--- config.mk ---
export PLATFORM = sky130hd
export DESIGN_NAME = tmat_ram
export DESIGN_NICKNAME = d
export VERILOG_FILES = /design/src/rtl/tmat_ram.sv
export SDC_FILE = /design/constraint.sdc
export NUM_CORES = 1
export LEC_CHECK = 0
export ABC_AREA = 1
export BUFFER_PORTS_ARGS = -buffer_cell sky130_fd_sc_hd__buf_2
export CAP_MARGIN = 25
export CORE_MARGIN = 3
export CORE_UTILIZATION = 50
export DETAILED_ROUTE_END_ITERATION = 8
export HOLD_SLACK_MARGIN = 0.1
export PLACE_DENSITY = 0.7
export SYNTH_ARGS = -nofsm -noshare
export SYNTH_HDL_FRONTEND = slang
export SYNTH_SLANG_ARGS = --single-unit
--- constraint.sdc ---
create_clock -name aclk -period 1.06 [get_ports aclk]
set_input_delay 0 -clock aclk [delete_from_list [all_inputs] [get_ports aclk]]
set_output_delay 0 -clock aclk [all_outputs]
set_load 0.01 [all_outputs]
--- src/rtl/tmat_ram.sv ---
// generic single write, single read ram with registered read data
module tmat_ram #(
    parameter int WIDTH = 8,
    parameter int DEPTH = 16,
    localparam int AW = (DEPTH > 1) ? $clog2(DEPTH) : 1
) (
    input  logic             aclk,
    input  logic             wr_en,
    input  logic [AW-1:0]    wr_addr,
    input  logic [WIDTH-1:0] wr_data,
    input  logic             rd_en,
    input  logic [AW-1:0]    rd_addr,
    output logic [WIDTH-1:0] rd_data
);

    logic [WIDTH-1:0] mem_reg [DEPTH];
    logic [WIDTH-1:0] rd_data_reg;

    // read returns the old word when the same entry is written in that cycle
    always_ff @(posedge aclk) begin
        if (wr_en) begin
            mem_reg[wr_addr] <= wr_data;
        end
        if (rd_en) begin
            rd_data_reg <= mem_reg[rd_addr];
        end
    end

    assign rd_data = rd_data_reg;

endmodule

==> summary.txt <==
Run status
  – Status: complete, but fails checks
  – Violated checks: setup timing

Placement
  – Dpl cells: just over 700
  – IO Port Bufs: 26
  – Pre-CTS WS: -0.2309 ns
  – Post-DP HPWL: 8114 µm
  – Routability-driven placement congestion ratio: 0.8384

Power
  – Max IR drop VDD: 1.238 mV
  – Sw Share: 21.57%
  – Net Sw Power: 2754 µW
  – Int Power: 10010 µW
  – Comb pwr share: between 6 and 7%
  – Reg power frac: between 40% and 50%
  – Clock power frac: between 40% and 50%
  – Lkg Pwr: 0.003084 µW
  – Power per cell area: between 1500 and 2000 nW/µm²

Critical path
  – Critical-path maximum fanout: 1
  – Startpoint Class: register
  – CP Class: register to register
  – Critical Path AT: around 1.3 ns
  – CP endpoint kind: register
  – Worst EP required: 1.23 ns

Routing
  – Starting DRT DRC Count: between 300 and 400
  – First-pass DRT Iterations: 5
  – DRT antenna net count: 0
  – WL per Instance: between 15 and 20 µm
  – Vias per cell: 5.178
  – DRC: 0
  – Post-Route WL: 13030 µm
  – DR vias: 3951

CTS
  – Clk root buf: clkbuf_16
  – # H-tree levels: 4
  – Clk slew on worst S/H paths: ~0.060 ns
  – Max Buffers Root-to-Sink: 2
  – Number of clock sinks: about 140
  – Post-CTS setup repair buffer count: 0
  – Clk Latency, worst-skew pair: 0.42 ns
  – CTS Buf Count: 17
  – TritonCTS clock tree: built

Synthesis
  – Register area share after synthesis: a little over two thirds
  – Flop and latch count out of synthesis: 136
  – Synth Area in Compound Gates: 0%
  – Yosys warns: 0
  – Post-Synth Adder-Cell Area: 0%
  – Xor/xnor cell area share of the yosys netlist: 0%
  – Post-synthesis simple-gate area fraction: 20.76%
  – Synth cell types: 11
  – Mapped Area: 5847 µm²
  – Post-synthesis net count: 570
  – Post-synthesis mux area share: 0%
  – Mapped Cells: 551
  – Largest family of logic cells by synthesized area: simple AND/OR/NAND/NOR gates
  – Mean Syn Cell Area: 10.61 µm²

Floorplan
  – Die Wd: 114.1 µm
  – Die Footprint: 13030 µm²
  – Core Footprint: 11130 µm²
  – Starting Density: between 50% and 60%
  – IO Count: 27
  – Rows: 38
  – Die Ht: 114.1 µm

Run
  – Max cap viols: 0

STA
  – Final WS setup: -0.03364 ns
  – Final Max Slew Viols: 0
  – Setup violations, final: 5
  – Endpoints failing hold: 0
  – Min Tclk post-route: around 1.1 ns
  – Slew HR: around 60%
  – Worst Skew: 0.01026 ns
  – FMAX: 0.9144 GHz
  – Slew @ Worst Pin: 0.6025 ns
  – Unrepaired setup endpoints after global routing: yes
  – Tcrit/Tclk final: 103.2%

GRT
  – Tot GR Track Use: between 20% and 30%
  – Antenna violations before repair: 1
  – First-pass GRT wire length: about 21000 µm
  – GRT overflow: 0
  – Largest net degree at the start of global routing: 40
  – Vias in the first global route: 3760

Layout
  – Filler cell count in the final layout: 874
  – Final Non-Filler Cells: 763
  – Layout cells sized above 1: 19.10%
  – Max reg flops: 128
  – Final Core Density: 63.96%
  – Synthesis-to-finish area growth: 21.70%
  – Ant diodes: 0
  – Fin nets: 630

Worst hold path
  – Worst hold path type: input pin to register
layer usage:
layer	global-route usage [%]	up-vias	share of wire, %
met2	32.79	153	49
met1	29.91	1876	42
li1	-	1898	-
met4	7.363	2	1.5
met3	6.818	22	7.6
met5	0	-	0.031
power groups by stage:
stage / Combinational (µW) / Clock [µW] / Sequential [µW]
2_1_floorplan: 425 / 0 / 6210
3_3_place_gp: 760 / 0 / 6200
3_5_place_dp: 770 / 0 / 6210
4_1_cts: 837 / 5860 / 6100
5_1_grt: 944 / 6150 / 6110
6_report: 858 / 5810 / 6100
cell usage in the layout, fill, tap and decap left out:
cell | synthesis | final
nand3_1 | 97 | 64
buf_4 | 4 | 24
nand3_2 | 0 | 33
clkbuf_1 | 0 | 1
inv_1 | 100 | 99
clkbuf_16 | 0 | 17
buf_2 | 13 | 26
inv_2 | 2 | 3
edfxtp_1 | 136 | 136
clkinv_1 | 0 | 2
clkinv_2 | 0 | 2
nand2_1 | 173 | 173
bufinv_16 | 0 | 3
buf_12 | 0 | 5
nand3b_1 | 2 | 2
inv_6 | 0 | 1
clkinvlp_4 | 0 | 4
clkinv_4 | 0 | 1
dlygate4sd3_1 | 0 | 10
nor2_1 | 17 | 17
path summary, 6_finish.rpt:
check	start	endpoint	slack [ns]	depth (start not counted)
hold reg to reg	mem_reg[12][1]	rd_data[1]	0.74	6
setup / recovery	mem_reg[9][2]	rd_data[2]	-0.03	6
setup reg to reg	mem_reg[9][2]	rd_data[2]	-0.03	6
hold / removal	wr_en	mem_reg[0][7]	0.21	4
stage by stage:
stage / hold WS (ns) / instance area (µm²) / power, µW / setup TNS, ns
after floorplan: 0.09887 / 5847 / 6636 / 0
after global placement: 0.3776 / 6266 / 6965 / -1.161
after detailed placement: 0.3765 / 6266 / 6980 / -1.271
after CTS: 0.1937 / 7051 / 12800 / -0.02163
after global routing: 0.2263 / 7116 / 13200 / -0.6023
final: 0.2086 / 7116 / 12770 / -0.09131
cell usage after synthesis:
cell / n / area share [%]
inv_1: 100 / 6.4
nor2_1: 17 / 1.1
nand3b_1: 2 / 0.26
nand2_1: 173 / 11
inv_2: 2 / 0.13
buf_2: 13 / 1.1
edfxtp_1: 136 / 70
nand3_1: 97 / 8.3
buf_1: 1 / 0.064
buf_6: 6 / 1.2
buf_4: 4 / 0.51
cells by family after synthesis:
logic type | after synthesis
buffers and inverters | 126
flip-flops | 136
AND/OR/NAND/NOR | 289
final cells by class:
| class | instances | area [µm²] | share of cell area [%] |
|---|---|---|---|
| clock buffer | 18 | 429.2 | 6.031 |
| inverter | 102 | 382.9 | 5.381 |
| tap | 140 | 175.2 | 2.462 |
| sequential | 136 | 4084 | 57.39 |
| clock inverter | 13 | 155.1 | 2.180 |
| timing repair buffer | 65 | 510.5 | 7.174 |
| multi-input combinational | 289 | 1379 | 19.38 |
worst max-delay path: stages, from the launching register on:
cell and delay [ns]:
edfxtp_1 0.37, inv_1 0.07, nand2_1 0.05, nand3_1 0.10, nand3_2 0.10, nand3_1 0.09
nand2_1 0.06
timing repair:
action | 4_1_cts | 5_1_grt
endpoints found under the setup margin | 8 | 9
pin swaps | 8 | 14
hold buffers | 10 | 0
endpoints found under the hold margin | 139 | 0
gates resized for setup | 20 | 14
Power figures use the tool's default switching activity.
