**config.mk**
```make
export PLATFORM = sky130hd
export DESIGN_NAME = tmat_ofifo
export DESIGN_NICKNAME = d
export VERILOG_FILES = /design/src/rtl/tmat_pkg.sv /design/src/rtl/tmat_ofifo.sv
export SDC_FILE = /design/constraint.sdc
export NUM_CORES = 1
export LEC_CHECK = 0
export ABC_CLOCK_PERIOD_IN_PS = 2000
export CAP_MARGIN = 20
export CORE_ASPECT_RATIO = 0.7
export CORE_MARGIN = 5
export CORE_UTILIZATION = 30
export CTS_CLUSTER_DIAMETER = 200
export CTS_CLUSTER_SIZE = 14
export DETAILED_ROUTE_END_ITERATION = 12
export DONT_BUFFER_PORTS = 1
export GPL_ROUTABILITY_DRIVEN = 0
export HOLD_SLACK_MARGIN = 0.1
export PLACE_DENSITY = 0.41
export RECOVER_POWER = 50
export SLEW_MARGIN = 10
export SYNTH_ARGS = -nofsm -noshare
export SYNTH_HDL_FRONTEND = slang
export SYNTH_SLANG_ARGS = --single-unit
```
**constraint.sdc**
```tcl
create_clock -name aclk -period 2 [get_ports aclk]
set_input_delay 0.2 -clock aclk [delete_from_list [all_inputs] [get_ports aclk]]
set_output_delay 0.2 -clock aclk [all_outputs]
set_load 0.005 [all_outputs]
```
**src/rtl/tmat_pkg.sv**
```systemverilog
// shared types, constants and helpers of the adaptive tile threshold core
package tmat_pkg;

    localparam int PIX_W      = 8;
    localparam int SIZE_CFG_W = 12;
    localparam int CONTRAST_W = 9;
    localparam int CFG_DATA_W = 12;
    localparam int CFG_IDX_W  = 2;
    localparam int TILE_RING  = 4;
    localparam int FIFO_DEPTH = 8;

    localparam logic [SIZE_CFG_W-1:0] WIDTH_RESET    = 12'd640;
    localparam logic [SIZE_CFG_W-1:0] HEIGHT_RESET   = 12'd480;
    localparam logic [CONTRAST_W-1:0] CONTRAST_RESET = 9'd5;

    localparam logic [PIX_W-1:0] LEVEL_BLACK     = 8'd0;
    localparam logic [PIX_W-1:0] LEVEL_WHITE     = 8'd255;
    localparam logic [PIX_W-1:0] LEVEL_UNDECIDED = 8'd127;

    localparam logic FUNC_DRAIN = 1'b1;

    typedef enum logic [CFG_IDX_W-1:0] {
        CFG_FRAME_WIDTH  = 2'd0,
        CFG_FRAME_HEIGHT = 2'd1,
        CFG_MIN_CONTRAST = 2'd2
    } cfg_index_t;

    typedef struct packed {
        logic [PIX_W-1:0] lo;
        logic [PIX_W-1:0] hi;
    } span_t;

    typedef struct packed {
        logic valid;
        logic row_start;
        logic last;
    } launch_t;

    typedef struct packed {
        logic             frame_end;
        logic [PIX_W-1:0] level;
    } result_t;

    function automatic span_t span_merge(span_t a, span_t b);
        span_t r;
        r.lo = (b.lo < a.lo) ? b.lo : a.lo;
        r.hi = (b.hi > a.hi) ? b.hi : a.hi;
        return r;
    endfunction

endpackage

```
**src/rtl/tmat_ofifo.sv**
```systemverilog
// small result queue in front of the master channel
module tmat_ofifo #(
    parameter int DEPTH = 8
) (
    input  logic              aclk,
    input  logic              aresetn,
    input  logic              push,
    input  tmat_pkg::result_t push_data,
    output logic              m_valid,
    input  logic              m_ready,
    output tmat_pkg::result_t m_data
);

    localparam int PTR_W = (DEPTH > 1) ? $clog2(DEPTH) : 1;
    localparam int CNT_W = $clog2(DEPTH + 1);

    tmat_pkg::result_t mem_reg [DEPTH];
    logic [PTR_W-1:0]  wr_ptr_reg, rd_ptr_reg;
    logic [CNT_W-1:0]  count_reg;
    logic              pop;

    assign m_valid = (count_reg != '0);
    assign m_data  = mem_reg[rd_ptr_reg];
    assign pop     = m_valid && m_ready;

    always_ff @(posedge aclk) begin
        if (!aresetn) begin
            wr_ptr_reg <= '0;
            rd_ptr_reg <= '0;
            count_reg  <= '0;
        end else begin
            if (push) begin
                wr_ptr_reg <= (wr_ptr_reg == PTR_W'(DEPTH - 1)) ? '0 : wr_ptr_reg + 1'b1;
            end
            if (pop) begin
                rd_ptr_reg <= (rd_ptr_reg == PTR_W'(DEPTH - 1)) ? '0 : rd_ptr_reg + 1'b1;
            end
            count_reg <= count_reg + CNT_W'(push) - CNT_W'(pop);
        end
    end

    always_ff @(posedge aclk) begin
        if (push) begin
            mem_reg[wr_ptr_reg] <= push_data;
        end
    end

endmodule

```
==> results of run 1 <==
-- logic make-up (layout without fill, tap and decap cells) --
family	Yosys count	count (layout)
compound gates	3	3
mux	37	37
fa+ha+maj	9	9
xor+xnor	1	1
simple gates	33	33
flops	85	85
buf+inv	10	46
-- area by class of cell --
type | count | share of cell area (%)
clock buffers | 10 | 5.49
clock inverters | 5 | 1.26
inverters | 4 | 0.360
multi-input cells | 83 | 24.0
flip-flops and latches | 85 | 58.1
well taps | 153 | 4.59
repair buffers | 27 | 6.15
-- layer usage --
layer  part of all wire (%)  vias to the layer above  wire [um]  global-route usage [%]
met5                      0                        -          0                       0
met4                    1.1                        0         72                    2.73
met3                    4.1                        8        277                    4.00
met2                     48                       28       3240                    16.2
met1                     46                      851       3110                    12.7
li1                       -                      782          -                       -
-- report_power, final --
group | switching (mW) | total [mW] | leakage [nW] | internal, mW
clock | 0.634 | 1.59 | 0.138 | 0.953
combinational | 0.382 | 0.846 | 0.543 | 0.464
sequential | 0.0493 | 2.07 | 0.762 | 2.02
-- worst register-to-register path, stage by stage (launching register included) --
cell and delay (ns):
dfxtp_1 0.30, inv_2 0.05, ha_1 0.13, or3b_4 0.39, nand2_4 0.08, mux2i_1 0.07, ha_2 0.21, fa_2 0.34
xor2_1 0.14, and2_1 0.15
-- stage by stage --
step	total power, mW	std cells	setup slack, ns	area, um^2	utilization, %
final	4.50	367	0.0190	4170	37.4
after global routing	4.71	367	-0.0510	4170	37.4
after CTS	4.51	365	0.00797	4140	37.1
after detailed placement	2.85	339	-0.0276	3740	33.5
after global placement	2.80	339	0.0653	3740	33.5
after floorplan	2.66	178	0.00564	3480	-
-- what timing repair did --
action	CTS	global route
cloned	0	1
hold endpoints to repair	85	0
setup endpoints to repair	2	9
buffers inserted	0	1
pin swaps	0	1
hold buffers	11	0
resized for setup	3	3
-- worst max path at each step --
stage	to	slack [ns]	cells after the start
floorplan	count_reg[2]	0.006	9
global placement	count_reg[3]	0.07	9
detailed placement	count_reg[3]	-0.03	9
CTS	m_data[6]	0.008	3
global route	count_reg[2]	-0.05	9
finish	count_reg[2]	0.02	9
-- cells in the mapped netlist, drive strengths merged --
| library cell | n |
|---|---|
| mux4 | 18 |
| or2 | 1 |
| mux2i | 10 |
| nand3b | 1 |
| or3b | 1 |
| xor2 | 1 |
| dfxtp | 13 |
| nand2 | 11 |
| ha | 8 |
| mux2 | 9 |
| inv | 4 |
| clkbuf | 2 |
| a21o | 1 |
| nor2 | 8 |
| fa | 1 |
| nor2b | 2 |
| buf | 4 |
| edfxtp | 72 |
| a21oi | 1 |
| and2 | 4 |
| nor3 | 2 |
| o22ai | 1 |
| nand2b | 3 |
==> summary.md, run 1 <==
| Metric | Value |
|---|---|
| Outcome | finished clean |
| GRT Overall Usage | about a tenth |
| CTS Root Cell | clkbuf_16 |
| Endpoints failing setup | 0 |
| Worst reg2reg path endpoint | count_reg[2] |
| First-pass GRT wire length | 10,300 um |
| CTS tree | yes |
| Worst Path Class, Setup | reg -> reg |
| Commonest non-fill, non-tap cells in the layout | 72 x edfxtp_1, 18 x mux4_1, 13 x buf_4 |
| Synth Register Bits | 85 |
| Worst clock skew | 0.00298 ns |
| Hold depth | 2 |
| Max FFs per register | between 70 and 80 |
| WL/cell | 18.3 um |
| Largest net degree at the start of global routing | 19 |
| Global route overflow | 0 |
| CP endpoint kind | flop |
| XOR/XNOR share of the synthesized area | 0.252% |
| Worst endpoint required time | 2.22 ns |
| Multi-input gate area | between 0.001 and 0.0015 mm^2 |
| Nature of the critical path startpoint | flop |
| Worst setup path startpoint | count_reg[2] |
| Reg clk slew, reported paths | 0.06 ns |
| # diodes | 0 |
| Synth Area in Simple Gates | 4.69% |
| Post-synth top area cell | edfxtp_1 |
| Worst hold path type | in -> reg |
| R2r startpoint | count_reg[2] |
| Crit path cell chain | inv_2 > ha_1 > or3b_4 > nand2_4 > mux2i_1 > ha_2 > fa_2 > xor2_1 > and2_1 |
| Rows | 32 |
| RSZ-0062 raised after global routing | true |
| Max-Slew Margin vs Limit | 50.6% |
| Lkg Pwr | 1.44 nW |
| Routed Antenna Nets | 0 |
| Post-synthesis cell type count | 27 |
| Core Area | 0.0112 mm^2 |
| Critical-path top delay cell | or3b_4 |
| Register area share after synthesis | a little over two thirds |
| Hold_ws | ~0.12 ns |
| Setup TNS | 0 ns |
| Detailed placer's ending HPWL | 4190 um |
| Reg2reg setup slack | 0.02 ns |
| Hold Crit Start | push |
| Synth Area in Compound Gates | 0.541% |
| Syn Inst Count | ~180 |
| Clock Latency Late Sink | 0.33 ns |
| Yosys Warn Count | 0 |
| H-tree Lvls | 3 |
| Vias in the first global route | 1,728 |
| Total CTS buffers | 9 |
| Initial DRC Count | 90 |
| Layout area overhead | 20.3% |
| Initial antenna violation count | 0 |
| Synthesized area per cell | 19.5 um^2 |
| IO buf count | 0 |
| Crit-path leading delay family | adder cells |
| WHS Endpoint | wr_ptr_reg[1] |
| Routed WL | 6700 um |
| Max Freq | 0.505 GHz |
| Share of layout cells above drive strength 1 | 21.5% |
| Cells on worst reg2reg path | 9 |
| Clk buf depth | 2 |
| Worst Path Arrival | 2.20 ns |
| Post-Syn Area | 0.00347 mm^2 |
| Mux share of post-synthesis cell area | 19.4% |
| Pwr dens | approximately 1100 mW/mm^2 |
| Initial DRT Pass Iterations | 5 |
| Die Wd | about 140 um |
| I/O pin count | 23 |
| DRC | 0 |
| Main combinational cell family by area after synthesis | multiplexers |
| CP max FO | 3 |
| Crit-path max cell delay | 0.39 ns |
| Die height | roughly 100 um |
| Initial Utilization | 31.1% |
| FF/Latch Area | between 0.002 and 0.0025 mm^2 |
| Part of the cycle the worst path needs | 99.0% |
| Synth top area cells | edfxtp_1 62%, mux4_1 14%, dfxtp_1 7.5% |
| Number of vias per cell | 4.55 |
| Worst VDD drop | 408 uV |
| Critical path buffers and inverters | 1 |
| Worst slew pin tran | 0.740 ns |
| Final hold viol count | 0 |
| Via count | ~1,700 |
| Syn Nets | 200 |
| Leading cell type in the layout, fill and taps excluded | edfxtp_1 |
| Full die area | 0.0139 mm^2 |
| Fillers | 1,024 |
| Share of the synthesized area in the top cell type | 62.3% |
| Period minus WS final | 1.98 ns |
| Max-cap violations | 0 |
| Post-synthesis adder-cell area fraction | 3.46% |
| Final max-slew violation count | 0 |
| # nets final | 232 |
| CTS sink count | between 80 and 90 |
(Power assumes the default switching activity.)
==> run 2, diff against run 1 <==
--- a/config.mk
+++ b/config.mk
@@ -15,6 +15,7 @@
 export DETAILED_ROUTE_END_ITERATION = 12
 export DONT_BUFFER_PORTS = 1
 export GPL_ROUTABILITY_DRIVEN = 0
+export GPL_TIMING_DRIVEN = 0
 export HOLD_SLACK_MARGIN = 0.1
 export PLACE_DENSITY = 0.41
 export RECOVER_POWER = 50
==> summary.md, run 2 (synthesis gave the netlist of run 1 again) <==
| Metric | Value |
|---|---|
| H-tree Lvls | 3 (unchanged) |
| CTS Root Cell | clkbuf_16 |
| Reg clk slew, reported paths | 0.06 ns (about the same) |
| Full die area | 0.0139 mm^2 (unchanged) |
| Initial DRT Pass Iterations | 4 (-1) |
| Gr busiest metal | met2 |
| Final Non-Filler Cells | 367 (unchanged) |
| Largest net degree at the start of global routing | 14 (-5) |
| # diodes | 0 (unchanged) |
| Failing checks | setup timing |
| Fillers | 1,031 (+0.68%) |
| Grt met3 use | 3.90% (-0.095 points) |
| Rows | 32 (unchanged) |
| Part of the power in the clock network | 34.1% (-1.2 points) |
| Sw Pwr | 1.12 mW (+4.9%) |
| Routed Antenna Nets | 0 (unchanged) |
| Routed WL | 7090 um (+5.8%) |
| Clock Latency Late Sink | 0.33 ns (about the same) |
| Sw Ratio | 24.2% (+0.54 points) |
| Die height | 100 um (unchanged) |
| Multi-input gate area | 1000 um^2 (-0.37%) |
| Max FFs per register | 72 (unchanged) |
| Hold_ws | 0.133 ns (+0.0134 ns) |
| Worst clock skew | 0.00402 ns (+0.00104 ns) |
| Max-Slew Margin vs Limit | 28.3% (-22 points) |
| Setup TNS | -0.0239 ns (-0.0239 ns) |
| Share of layout cells above drive strength 1 | 29.9% (+8.4 points) |
| Cells on worst reg2reg path | 9 (unchanged) |
| Inst Count DP | 333 (-1.8%) |
| Outcome | finished, violations left |
| Final Core Density | 37.5% (+0.16 points) |
| Grt met1 use | 13.0% (+0.35 points) |
| Number of vias per cell | 4.53 (-0.48%) |
| Part of the cycle the worst path needs | 101% (+2.1 points) |
| Total CTS buffers | 9 (unchanged) |
| Int Pwr | 3.50 mW (+1.9%) |
| IO buf count | 0 (unchanged) |
| Vias in the first global route | 1,860 (+7.6%) |
| GRT Overall Usage | 10.7% (+0.71 points) |
| Leading cell type in the layout, fill and taps excluded | edfxtp_1 |
| Initial antenna violation count | 0 (unchanged) |
| Period minus WS final | 2.02 ns (+0.0430 ns) |
| Commonest non-fill, non-tap cells in the layout | 72 x edfxtp_1, 15 x mux4_2, 11 x dlygate4sd3_1 |
| CP endpoint kind | flop |
| Core Area | 0.0112 mm^2 (unchanged) |
| Worst VDD drop | 495 uV (+21%) |
| Final hold viol count | 0 (unchanged) |
| WL/cell | 19.3 um (+5.8%) |
| Hold depth | 2 (unchanged) |
| Worst hold path type | in -> reg |
| Pre-CTS setup slack | -0.153 ns (-0.125 ns) |
| Via count | 1,661 (-0.48%) |
| Die Wd | 139 um (unchanged) |
| First-pass GRT wire length | 10,800 um (+5.0%) |
| Clk buf depth | 2 (unchanged) |
| Worst slew pin tran | 1.07 ns (+0.331 ns) |
| DRC | 0 (unchanged) |
| Initial Utilization | 31.1% (unchanged) |
| Lkg Pwr | 1.43 nW (-1.2%) |
| Sequential share of power | 45.5% (-0.4 points) |
| Layout area overhead | 20.8% |
| Max Freq | 0.494 GHz (-2.1%) |
| Combinational Power Share | 20.4% (+1.6 points) |
| Worst Path Arrival | 2.25 ns (+0.05 ns) |
| Final max-slew violation count | 0 (unchanged) |
| Worst endpoint required time | 2.22 ns (about the same) |
| Endpoints failing setup | 1 (+1) |
| Worst Path Class, Setup | reg -> reg |
| Initial DRC Count | 72 (-20%) |
| Global route overflow | 0 (unchanged) |
| RSZ-0062 raised after global routing | true |
| Setup ws final | -0.0239 ns (-0.0430 ns) |
| Max-cap violations | 0 (unchanged) |
| CTS tree | yes |
| Detailed placer's ending HPWL | 4390 um (+4.8%) |
| Nature of the critical path startpoint | flop |
| # nets final | 231 (-0.43%) |
| Met2 usage | 17.7% (+1.6 points) |
| FF/Latch Area | 0.00243 mm^2 (+0.10%) |
| CP max FO | 3 (unchanged) |
| I/O pin count | 23 (unchanged) |
| CTS sink count | 85 (unchanged) |
| Pwr dens | 1100 mW/mm^2 (+2.2%) |
run 2: cell count changes in the layout (fill, tap and decap cells not counted), sizes merged:
cell,change
buf,-1
clkinvlp,-1
clkbuf,-1
clkinv,+3
run 2: path summary, 6_finish.rpt:
kind	slack [ns]	start	endpoint
worst max-delay path	-0.02	count_reg[2]	count_reg[2]
worst min-delay path	0.13	push	wr_ptr_reg[1]
worst max register to register	-0.02	count_reg[2]	count_reg[2]
worst min register to register	0.50	rd_ptr_reg[2]	flop
run 2: cell type report:
| type | count | area share, % |
|---|---|---|
| Inverter | 4 | 0.358 |
| Multi-Input combinational cell | 83 | 23.9 |
| Sequential cell | 85 | 57.9 |
| Timing Repair Buffer | 22 | 5.55 |
| Clock inverter | 7 | 1.34 |
| Clock buffer | 9 | 5.37 |
| Buffer | 4 | 1.01 |
| Tap cell | 153 | 4.57 |
run 2: per-stage QoR:
stage / total power, mW / cell area, um^2
4_1_cts: 4.61 / 4150
3_5_place_dp: 2.84 / 3700
2_1_floorplan: 2.66 / 3480
5_1_grt: 4.84 / 4190
6_report: 4.62 / 4190
3_3_place_gp: 2.79 / 3670
run 2: timing repair:
item                                   in CTS  in global routing
setup endpoints to repair                  12                 11
buffers inserted                            6                  0
hold buffers                               11                  0
pin swaps                                   6                  4
endpoints found under the hold margin      82                  0
gates cloned                                0                  1
resized for setup                          18                 20
run 2: power by group through the flow:
stage          Sequential, mW  Clock [mW]  Combinational (mW)
3_5_place_dp             2.09           0               0.750
3_3_place_gp             2.09           0               0.699
2_1_floorplan            2.08           0               0.577
6_report                 2.10        1.57               0.939
4_1_cts                  2.06        1.63               0.910
5_1_grt                  2.12        1.70                1.02
run 2: routing by layer:
layer / routed length (um) / part of all wire, %
met5: 0 / 0
met3: 298 / 4.2
met1: 3270 / 46
met4: 127 / 1.8
met2: 3400 / 48
run 2: worst max-delay path: stages, from the launching register on:
cell and delay [ns]:
dfxtp_2 0.31, inv_2 0.07, ha_4 0.13, or3b_4 0.42
nand2_8 0.08, mux2i_1 0.06, ha_2 0.21, fa_2 0.34
xor2_1 0.14, and2_1 0.15
