--- src/rtl/tmat_pkg.sv ---
// shared types, constants and helpers of the adaptive tile threshold core
package tmat_pkg;

    localparam int PIX_W      = 8;
    localparam int SIZE_CFG_W = 12;
    localparam int CONTRAST_W = 9;
    localparam int CFG_DATA_W = 12;
    localparam int CFG_IDX_W  = 2;
    localparam int TILE_RING  = 4;
    localparam int FIFO_DEPTH = 8;

    localparam logic [SIZE_CFG_W-1:0] WIDTH_RESET    = 12'd640;
    localparam logic [SIZE_CFG_W-1:0] HEIGHT_RESET   = 12'd480;
    localparam logic [CONTRAST_W-1:0] CONTRAST_RESET = 9'd5;

    localparam logic [PIX_W-1:0] LEVEL_BLACK     = 8'd0;
    localparam logic [PIX_W-1:0] LEVEL_WHITE     = 8'd255;
    localparam logic [PIX_W-1:0] LEVEL_UNDECIDED = 8'd127;

    localparam logic FUNC_DRAIN = 1'b1;

    typedef enum logic [CFG_IDX_W-1:0] {
        CFG_FRAME_WIDTH  = 2'd0,
        CFG_FRAME_HEIGHT = 2'd1,
        CFG_MIN_CONTRAST = 2'd2
    } cfg_index_t;

    typedef struct packed {
        logic [PIX_W-1:0] lo;
        logic [PIX_W-1:0] hi;
    } span_t;

    typedef struct packed {
        logic valid;
        logic row_start;
        logic last;
    } launch_t;

    typedef struct packed {
        logic             frame_end;
        logic [PIX_W-1:0] level;
    } result_t;

    function automatic span_t span_merge(span_t a, span_t b);
        span_t r;
        r.lo = (b.lo < a.lo) ? b.lo : a.lo;
        r.hi = (b.hi > a.hi) ? b.hi : a.hi;
        return r;
    endfunction

endpackage

--- src/rtl/tmat_eval.sv ---
// result pipeline: buffer reads, 3x3 tile neighborhood, threshold decision
module tmat_eval #(
    parameter int COL_W  = 11,
    parameter int SLOT_W = 4,
    parameter int TX_W   = 9
) (
    input  logic                                 aclk,
    input  logic                                 aresetn,
    input  tmat_pkg::launch_t                    launch,
    input  logic [COL_W-1:0]                     l_col,
    input  logic [SLOT_W-1:0]                    l_slot,
    input  logic [TX_W-1:0]                      l_tx,
    input  logic [TX_W-1:0]                      l_txn,
    input  logic [1:0]                           l_tr_m,
    input  logic [1:0]                           l_tr_c,
    input  logic [1:0]                           l_tr_p,
    input  logic [tmat_pkg::CONTRAST_W-1:0]      min_contrast,
    output logic                                 rd_en,
    output logic [SLOT_W+COL_W-1:0]              pix_rd_addr,
    output logic [TX_W-1:0]                      tile_rd_addr_a,
    output logic [TX_W-1:0]                      tile_rd_addr_b,
    input  logic [tmat_pkg::PIX_W-1:0]           pix_rd_data,
    input  tmat_pkg::span_t                      tile_rd_a [tmat_pkg::TILE_RING],
    input  tmat_pkg::span_t                      tile_rd_b [tmat_pkg::TILE_RING],
    output logic                                 res_valid,
    output tmat_pkg::result_t                    res
);

    tmat_pkg::launch_t s1_ctl_reg, s2_ctl_reg, s3_ctl_reg, s4_ctl_reg;
    logic [COL_W-1:0]  s1_col_reg;
    logic [SLOT_W-1:0] s1_slot_reg;
    logic [TX_W-1:0]   s1_tx_reg, s1_txn_reg, s2_tx_reg, s3_tx_reg, last_tx_reg;
    logic [1:0]        s1_trm_reg, s1_trc_reg, s1_trp_reg;
    logic [1:0]        s2_trm_reg, s2_trc_reg, s2_trp_reg;
    tmat_pkg::span_t   s3_a_reg, s3_b_reg, s4_span_reg, left_reg, last_a_reg;
    logic [tmat_pkg::PIX_W-1:0] s3_pix_reg, s4_pix_reg;
    tmat_pkg::span_t   col_a, col_b, left, nb;
    logic [tmat_pkg::PIX_W-1:0] diff;
    logic [tmat_pkg::PIX_W:0]   thr;
    logic [tmat_pkg::PIX_W-1:0] level;

    always_ff @(posedge aclk) begin
        if (!aresetn) begin
            s1_ctl_reg <= '0;
            s2_ctl_reg <= '0;
            s3_ctl_reg <= '0;
            s4_ctl_reg <= '0;
        end else begin
            s1_ctl_reg <= launch;
            s2_ctl_reg <= s1_ctl_reg;
            s3_ctl_reg <= s2_ctl_reg;
            s4_ctl_reg <= s3_ctl_reg;
        end
    end

    // read stage addresses
    always_comb begin
        rd_en          = s1_ctl_reg.valid;
        pix_rd_addr    = {s1_slot_reg, s1_col_reg};
        tile_rd_addr_a = s1_tx_reg;
        tile_rd_addr_b = s1_txn_reg;
    end

    // vertical min/max over the three clamped tile rows
    always_comb begin
        col_a = tmat_pkg::span_merge(tmat_pkg::span_merge(tile_rd_a[s2_trm_reg],
                    tile_rd_a[s2_trc_reg]), tile_rd_a[s2_trp_reg]);
        col_b = tmat_pkg::span_merge(tmat_pkg::span_merge(tile_rd_b[s2_trm_reg],
                    tile_rd_b[s2_trc_reg]), tile_rd_b[s2_trp_reg]);
    end

    // left column comes from the previous result once the tile column advances
    always_comb begin
        if (s3_ctl_reg.row_start) begin
            left = s3_a_reg;
        end else if (s3_tx_reg != last_tx_reg) begin
            left = last_a_reg;
        end else begin
            left = left_reg;
        end
        nb = tmat_pkg::span_merge(tmat_pkg::span_merge(left, s3_a_reg), s3_b_reg);
    end

    always_comb begin
        diff = (s4_span_reg.hi >= s4_span_reg.lo) ? (s4_span_reg.hi - s4_span_reg.lo) : '0;
        thr  = {1'b0, s4_span_reg.lo} + {2'b00, diff[tmat_pkg::PIX_W-1:1]};
        if ({1'b0, diff} < min_contrast) begin
            level = tmat_pkg::LEVEL_UNDECIDED;
        end else if ({1'b0, s4_pix_reg} > thr) begin
            level = tmat_pkg::LEVEL_WHITE;
        end else begin
            level = tmat_pkg::LEVEL_BLACK;
        end
        res_valid     = s4_ctl_reg.valid;
        res.level     = level;
        res.frame_end = s4_ctl_reg.last;
    end

    always_ff @(posedge aclk) begin
        s1_col_reg  <= l_col;
        s1_slot_reg <= l_slot;
        s1_tx_reg   <= l_tx;
        s1_txn_reg  <= l_txn;
        s1_trm_reg  <= l_tr_m;
        s1_trc_reg  <= l_tr_c;
        s1_trp_reg  <= l_tr_p;
        s2_tx_reg   <= s1_tx_reg;
        s2_trm_reg  <= s1_trm_reg;
        s2_trc_reg  <= s1_trc_reg;
        s2_trp_reg  <= s1_trp_reg;
        s3_tx_reg   <= s2_tx_reg;
        s3_a_reg    <= col_a;
        s3_b_reg    <= col_b;
        s3_pix_reg  <= pix_rd_data;
        s4_span_reg <= nb;
        s4_pix_reg  <= s3_pix_reg;
        if (s3_ctl_reg.valid) begin
            left_reg    <= left;
            last_tx_reg <= s3_tx_reg;
            last_a_reg  <= s3_a_reg;
        end
    end

endmodule

--- config.mk ---
export PLATFORM = sky130hd
export DESIGN_NAME = tmat_eval
export DESIGN_NICKNAME = d
export VERILOG_FILES = /design/src/rtl/tmat_pkg.sv /design/src/rtl/tmat_eval.sv
export SDC_FILE = /design/constraint.sdc
export NUM_CORES = 1
export LEC_CHECK = 0
export ABC_AREA = 1
export BUFFER_PORTS_ARGS = -buffer_cell sky130_fd_sc_hd__buf_2
export CAP_MARGIN = 20
export CORE_UTILIZATION = 30
export DETAILED_ROUTE_END_ITERATION = 8
export GPL_ROUTABILITY_DRIVEN = 0
export HOLD_SLACK_MARGIN = 0.15
export PLACE_DENSITY = 0.47
export SLEW_MARGIN = 30
export SYNTH_ARGS = -nofsm -noshare
export SYNTH_HDL_FRONTEND = slang
export SYNTH_SLANG_ARGS = --single-unit
--- constraint.sdc ---
create_clock -name aclk -period 7.1 [get_ports aclk]
set_input_delay 1.42 -clock aclk [delete_from_list [all_inputs] [get_ports aclk]]
set_output_delay 1.42 -clock aclk [all_outputs]
set_load 0.05 [all_outputs]
==> results of run 1 <==
## per-layer routing
layer	wire [um]	up-vias	track usage, %
li1	-	5901	-
met1	17500	5000	24.7
met2	15000	415	27.0
met3	2080	33	3.46
met4	463	0	4.50
met5	0	-	0
## synthesized netlist by cell type (2+ instances only)
master	count	area share (%)
sky130_fd_sc_hd__xor2_1	5	0.37
sky130_fd_sc_hd__nand2_2	5	0.26
sky130_fd_sc_hd__o21bai_1	3	0.19
sky130_fd_sc_hd__buf_6	3	0.28
sky130_fd_sc_hd__nand2_4	5	0.47
sky130_fd_sc_hd__a22oi_1	28	1.8
sky130_fd_sc_hd__o21ai_2	12	0.88
sky130_fd_sc_hd__nor4_1	2	0.11
sky130_fd_sc_hd__nand4_1	8	0.42
sky130_fd_sc_hd__fa_1	2	0.34
sky130_fd_sc_hd__nor3_1	2	0.084
sky130_fd_sc_hd__o21ai_1	12	0.51
sky130_fd_sc_hd__dfxtp_1	138	23
sky130_fd_sc_hd__and2_1	4	0.21
sky130_fd_sc_hd__buf_1	10	0.32
sky130_fd_sc_hd__buf_2	2	0.084
sky130_fd_sc_hd__clkinv_1	3	0.095
sky130_fd_sc_hd__o211ai_1	18	1.1
sky130_fd_sc_hd__nand3_1	36	1.5
sky130_fd_sc_hd__or2_2	15	0.79
sky130_fd_sc_hd__a21o_1	3	0.19
sky130_fd_sc_hd__edfxtp_1	41	10
sky130_fd_sc_hd__a32o_1	11	0.93
sky130_fd_sc_hd__ha_1	119	13
sky130_fd_sc_hd__nand3b_1	4	0.25
sky130_fd_sc_hd__o22ai_1	7	0.37
sky130_fd_sc_hd__o21ai_0	183	7.7
sky130_fd_sc_hd__a21oi_1	211	8.9
sky130_fd_sc_hd__clkbuf_1	58	1.8
sky130_fd_sc_hd__nor2_2	2	0.11
sky130_fd_sc_hd__inv_1	231	7.3
sky130_fd_sc_hd__nand2_1	381	12
sky130_fd_sc_hd__a211oi_1	6	0.38
sky130_fd_sc_hd__inv_2	5	0.16
sky130_fd_sc_hd__nor2_1	61	1.9
sky130_fd_sc_hd__buf_4	8	0.51
sky130_fd_sc_hd__xnor2_1	8	0.59
sky130_fd_sc_hd__a31oi_1	2	0.11
## final timing paths
kind	start	endpoint	depth (start not counted)
setup / recovery	s4_span_reg[0]	res[3]	26
hold / removal	s3_pix_reg[2]	s4_pix_reg[2]	0
setup reg to reg	last_tx_reg[8]	s4_span_reg[9]	21
hold reg to reg	s3_pix_reg[2]	s4_pix_reg[2]	0
## metrics by stage
| step | utilization (%) | setup WS (ns) | hold slack (ns) | instance area (um2) |
|---|---|---|---|---|
| CTS | 36.2 | 0.150 | 0.330 | 14100 |
| detailed placement | 34.6 | 0.642 | 0.312 | 13400 |
| floorplan | - | 0.759 | 0.310 | 11900 |
| global placement | 34.6 | 0.682 | 0.310 | 13400 |
| global route | 36.3 | 0.000145 | 0.332 | 14100 |
| finish | 36.3 | 0.486 | 0.327 | 14100 |
## power by group through the flow
stage	clock, mW	sequential, mW	combinational [mW]
after floorplan	0	1.37	2.05
after global placement	0	1.39	2.62
after detailed placement	0	1.39	2.64
after CTS	0.997	1.37	2.65
after global routing	1.04	1.39	3.09
final	0.954	1.36	2.67
## worst reg2reg max path: stages (launching register included)
cell                       delay, ns
sky130_fd_sc_hd__edfxtp_1       0.38
sky130_fd_sc_hd__xnor2_1        0.16
sky130_fd_sc_hd__nand2_1        0.08
sky130_fd_sc_hd__nor2_2         0.18
sky130_fd_sc_hd__nand2_2        0.28
sky130_fd_sc_hd__inv_2          0.43
sky130_fd_sc_hd__o211ai_1       0.13
sky130_fd_sc_hd__o21ai_0        0.14
sky130_fd_sc_hd__inv_1          0.10
sky130_fd_sc_hd__ha_1           0.30
sky130_fd_sc_hd__a21oi_1        0.14
sky130_fd_sc_hd__nor2_1         0.05
sky130_fd_sc_hd__a211oi_1       0.22
sky130_fd_sc_hd__nand2_1        0.33
sky130_fd_sc_hd__o21ai_0        0.38
sky130_fd_sc_hd__ha_1           0.30
sky130_fd_sc_hd__a21oi_1        0.13
sky130_fd_sc_hd__nor2_1         0.06
sky130_fd_sc_hd__a211oi_2       0.54
sky130_fd_sc_hd__nand2_4        0.16
sky130_fd_sc_hd__nand2_1        0.09
sky130_fd_sc_hd__nand2_1        0.08
## cells by family after synthesis
group,Yosys count,synth area share (%)
AND/OR/NAND/NOR,525,18.2
flip-flops,179,33.6
XOR/XNOR,13,0.958
buffers and inverters,320,10.6
AO/OA/AOI/OAI,505,23.8
adder cells (fa/ha/maj),121,12.9
## final cells by class
class / count / area share, %
clock buffer: 17 / 3.02
clock inverter: 15 / 1.28
inverter: 239 / 6.37
multi-input combinational: 1164 / 47.2
sequential: 179 / 28.4
tap: 518 / 4.60
timing repair buffer: 245 / 9.15
## timing repair
item / 4_1_cts / 5_1_grt
setup buffers: 0 / 1
setup endpoints to repair: 0 / 8
resized for setup: 0 / 17
==> impl_metrics.ini, run 1 <==
[pwr]
switching_power_mw = 2.29
static-leakage-power_nw = 7.10
design_power_total_mw = 4.99
power_frac_clock_pct = 19.1
internal-power_mw = 2.70
switching_share_pct = 45.9
power.share.sequential_pct = 27.3
ir_worst_vdd_v = 0.000201
comb_power_share_pct = 53.6
power.density_cell_area_nw_per_um2 = 354

[placement]
dpl.cell_count = 2344
dp.final_hpwl_um = 26400
io_buffer_count = 232

[layout]
final_cell_mix = 381 x sky130_fd_sc_hd__nand2_1, 230 x sky130_fd_sc_hd__inv_1, 225 x sky130_fd_sc_hd__buf_2
final_common_cell = sky130_fd_sc_hd__nand2_1
finish.cell_count_without_fillers = 2377
area_growth_pct = 18.6
antenna_cells_inserted = 0
multi_input_area_um2 = 6650
design.final.nets = 2156
sequential_cell_area_um2 = 4000
fillers = 4153
final_layout_size_suffix_gt1_share_pct = 17.9

[clocking]
cts-buffers-inserted = 17
cts-root-buf = sky130_fd_sc_hd__clkbuf_16
clock_tree.htree_level_count = 4
tritoncts_clock_tree = yes
cts.path.max_buffers = 2
cts_hold_buffers = 0
cts_num_sinks = 179
clock_insertion_delay_worst_skew_ns = 0.45
clkTransAtPathRegs_ns = 0.07

[sta]
max_slew.worst_pin.slew_ns = 0.847
setup_repair_after_global_routing_missed_its_margin = no
finalSetupViolations = 0
final.period_utilization_pct = 93.1
skew_ns = 0.0185
maxClockFrequency_mhz = 151
layout_min_cycle_time_ns = 6.61
finalHoldViolations = 0
final_max_slew_viol_count = 0
fin_setup_tns_ns = 0
slew_headroom_pct = 43.2

[route]
totalWireLength_um = 35000
dr.pass1.iters = 5
initialDrtViolationCount = 633
routedWlPerCell_um = 14.7
number_of_vias_in_the_routed_layout = 11300
via_per_inst = 4.77
number_of_antenna_violating_nets_in_the_routed_design = 0
detail_route.drc_violations = 0

[synth]
netlist_area_um2 = 11900
synth.yosys.warnings = 0
synth.yosys.seq_area_share_pct = 33.6
dominantRegCellSynth = sky130_fd_sc_hd__dfxtp_1
yosys.cell_types.count = 47
synth_async_sr_flop_share_pct = 0
instance_count_of_the_mapped_netlist = 1663
syn_nets = 1973
yosys_register_bits = 179
avgSynthCellArea_um2 = 7.15
synth_edf_count = 41

[worst_setup_path]
cp.buffers_inverters = 6
timing.reg2reg.setup_slack_ns = 2.30
max_stage_delay_ns = 0.48
required_ns = 5.68
worst_ep_arrival_time_ns = 5.19
cpLargestDelayFamily = adder cells
startpoint_type = flop
crit_fanout = 7
critical_path.slowest_cell = sky130_fd_sc_hd__o311ai_0
critical_path_class = reg -> out
worst_setup_end_kind = output port

[floorplanning]
floorplan.initialDensity_pct = 30.6
die_extent_in_y_um = 201
fp.dieArea_um2 = 40400
num_rows = 72
floorplan.die.width_um = 201
io_pins = 233
core_region_area_um2 = 38800

[grt]
grt_first_pass_wirelength_um = 56100
initial_antenna_violation_count = 0
grt_overflow = 0
grt_use_total_pct = 17.5
vias_in_the_first_global_route = 10700
maximum_number_of_pins_on_one_net_before_global_route_repair = 81

[min_path]
hold_crit_path_type = reg -> reg

[outcome]
outcome = complete, no violations

[job]
max-cap-violations = 0
(Power assumes the default switching activity.)
==> run 2, diff against run 1 <==
Settings changed: BUFFER_PORTS_ARGS -buffer_cell sky130_fd_sc_hd__buf_2 to not set, DONT_BUFFER_PORTS set to 1, PLACE_DENSITY 0.47 to 0.42.
Clock period 7.1 ns to 7.8 ns, I/O delays scaled along.
==> impl_metrics.ini, run 2 (synthesis results as in run 1) <==
[outcome]
outcome = complete, no violations

[worst_setup_path]
critical_path.reg2reg.endpoint = s4_span_reg[9]
worst_setup_end_kind = output port
critical_path_class = reg -> out
crit_fanout = 7
worst_setup_path_endpoint = res[3]
required_ns = 6.24
crit_start = s4_span_reg[0]
reg_to_reg_startpoint = last_tx_reg[3]
worst_ep_arrival_time_ns = 5.52
critical_path.slowest_cell = sky130_fd_sc_hd__fa_1
max_stage_delay_ns = 0.43
timing.reg2reg.setup_slack_ns = 2.89
startpoint_type = flop
worst-r2r-cell-count = 22
worst_path_most_repeated_cell = sky130_fd_sc_hd__inv_1

[sta]
final.period_utilization_pct = 90.8
fin_ws_ns = 0.720
skew_ns = 0.0167
fin_setup_tns_ns = 0
final_max_slew_viol_count = 0
finalSetupViolations = 0
max_slew.worst_pin.slew_ns = 0.994
setup_repair_after_global_routing_missed_its_margin = no
slew_headroom_pct = 33.6
layout_min_cycle_time_ns = 7.08
maxClockFrequency_mhz = 141
finalHoldViolations = 0

[floorplanning]
die_extent_in_y_um = 201
floorplan.initialDensity_pct = 30.6
floorplan.die.width_um = 201
fp.dieArea_um2 = 40400
num_rows = 72
io_pins = 233
core_region_area_um2 = 38800

[pwr]
internal-power_mw = 2.41
switching_share_pct = 46.4
design_power_total_mw = 4.50
power_frac_clock_pct = 20.3
power.density_cell_area_nw_per_um2 = 348
comb_power_share_pct = 51.2
static-leakage-power_nw = 6.21
ir_worst_vdd_v = 0.000229
power.share.sequential_pct = 28.6
switching_power_mw = 2.09

[clocking]
cts_num_sinks = 179
tritoncts_clock_tree = yes
clock_insertion_delay_worst_skew_ns = 0.48
cts_hold_buffers = 0
cts.repair_timing.setup_buffer_count = 0
clock_tree.htree_level_count = 4
cts-buffers-inserted = 17
cts.path.max_buffers = 2
clkTransAtPathRegs_ns = 0.08
postCtsResizedCells = 0
cts-root-buf = sky130_fd_sc_hd__clkbuf_16

[grt]
grt_overflow = 0
grt_first_pass_wirelength_um = 55300
maximum_number_of_pins_on_one_net_before_global_route_repair = 81
grt_use_total_pct = 17.6
initial_antenna_violation_count = 0
vias_in_the_first_global_route = 10200

[route]
dr.pass1.iters = 6
totalWireLength_um = 34700
detail_route.drc_violations = 0
via_per_inst = 4.87
routedWlPerCell_um = 16.2
number_of_antenna_violating_nets_in_the_routed_design = 0
initialDrtViolationCount = 563
number_of_vias_in_the_routed_layout = 10500

[placement]
post-place-ws_ns = 0.961
io_buffer_count = 0
placed_area_um2 = 12300
dp.final_hpwl_um = 26300
dpl.cell_count = 2114

[job]
max-cap-violations = 0

[layout]
final_common_cell = sky130_fd_sc_hd__nand2_1
final_layout_size_suffix_gt1_share_pct = 6.02
fillers = 4190
final_cell_mix = 380 x sky130_fd_sc_hd__nand2_1, 230 x sky130_fd_sc_hd__inv_1, 211 x sky130_fd_sc_hd__a21oi_1
area_growth_pct = 8.99
postLayoutCellArea_um2 = 13000
design.final.nets = 1925
finish.cell_count_without_fillers = 2146
antenna_cells_inserted = 0

[min_path]
hold_crit_path_type = reg -> reg
-- run 2: changes by cell type in the layout (fill, tap and decap cells not counted), moves of 2 or more --
cell	previous run	this run
sky130_fd_sc_hd__inv_12	1	5
sky130_fd_sc_hd__o21ai_0	181	183
sky130_fd_sc_hd__buf_4	18	13
sky130_fd_sc_hd__buf_2	225	0
sky130_fd_sc_hd__clkinv_4	3	1
sky130_fd_sc_hd__o21ai_2	14	12
sky130_fd_sc_hd__dfxtp_2	3	1
-- run 2: per-layer routing --
layer  track usage, %  wire, um  vias to the layer above
li1                 -         -                     5456
met1             22.6     16200                     4651
met2             27.5     15200                      314
met3             5.68      2640                       38
met4             5.94       595                        0
met5                0         0                        -
-- run 2: worst min-delay path by stage --
stage / start / to / slack [ns] / depth (start not counted)
3_3_place_gp: s1_trc_reg[1] / s2_trc_reg[1] / 0.31 / 0
5_1_grt: s3_pix_reg[5] / s4_pix_reg[5] / 0.34 / 0
4_1_cts: s1_trp_reg[1] / s2_trp_reg[1] / 0.33 / 0
6_report: s1_trp_reg[1] / s2_trp_reg[1] / 0.32 / 0
2_1_floorplan: s1_trc_reg[0] / s2_trc_reg[0] / 0.31 / 0
3_5_place_dp: s2_tx_reg[2] / s3_tx_reg[2] / 0.31 / 0
-- run 2: power by group through the flow --
stage / Combinational (mW) / Clock [mW] / Sequential (mW)
2_1_floorplan: 1.86 / 0 / 1.25
3_3_place_gp: 2.30 / 0 / 1.31
3_5_place_dp: 2.34 / 0 / 1.31
4_1_cts: 2.35 / 0.956 / 1.29
5_1_grt: 2.70 / 0.988 / 1.31
6_report: 2.30 / 0.912 / 1.29
-- run 2: cell type report --
cell class | count | area (um2) | share of cell area [%]
clock buffers | 17 | 425 | 3.28
well taps | 518 | 648 | 5.00
inverters | 239 | 897 | 6.93
flip-flops and latches | 179 | 4000 | 30.9
multi-input cells | 1164 | 6650 | 51.3
clock inverters | 15 | 211 | 1.63
repair buffers | 14 | 125 | 0.966
-- run 2: metrics by stage --
step / util, % / hold slack, ns
3_5_place_dp: 31.7 / 0.312
2_1_floorplan: - / 0.310
3_3_place_gp: 31.7 / 0.311
5_1_grt: 33.4 / 0.336
4_1_cts: 33.3 / 0.326
6_report: 33.4 / 0.324
-- run 2: worst max-delay path: cells and delay by family, from the launching register on --
kind,cells,cell delay (ns)
simple gates,7,0.82
xor+xnor,1,0.11
buf+inv,5,0.60
flops,1,0.31
compound gates,9,1.68
fa+ha+maj,5,1.54
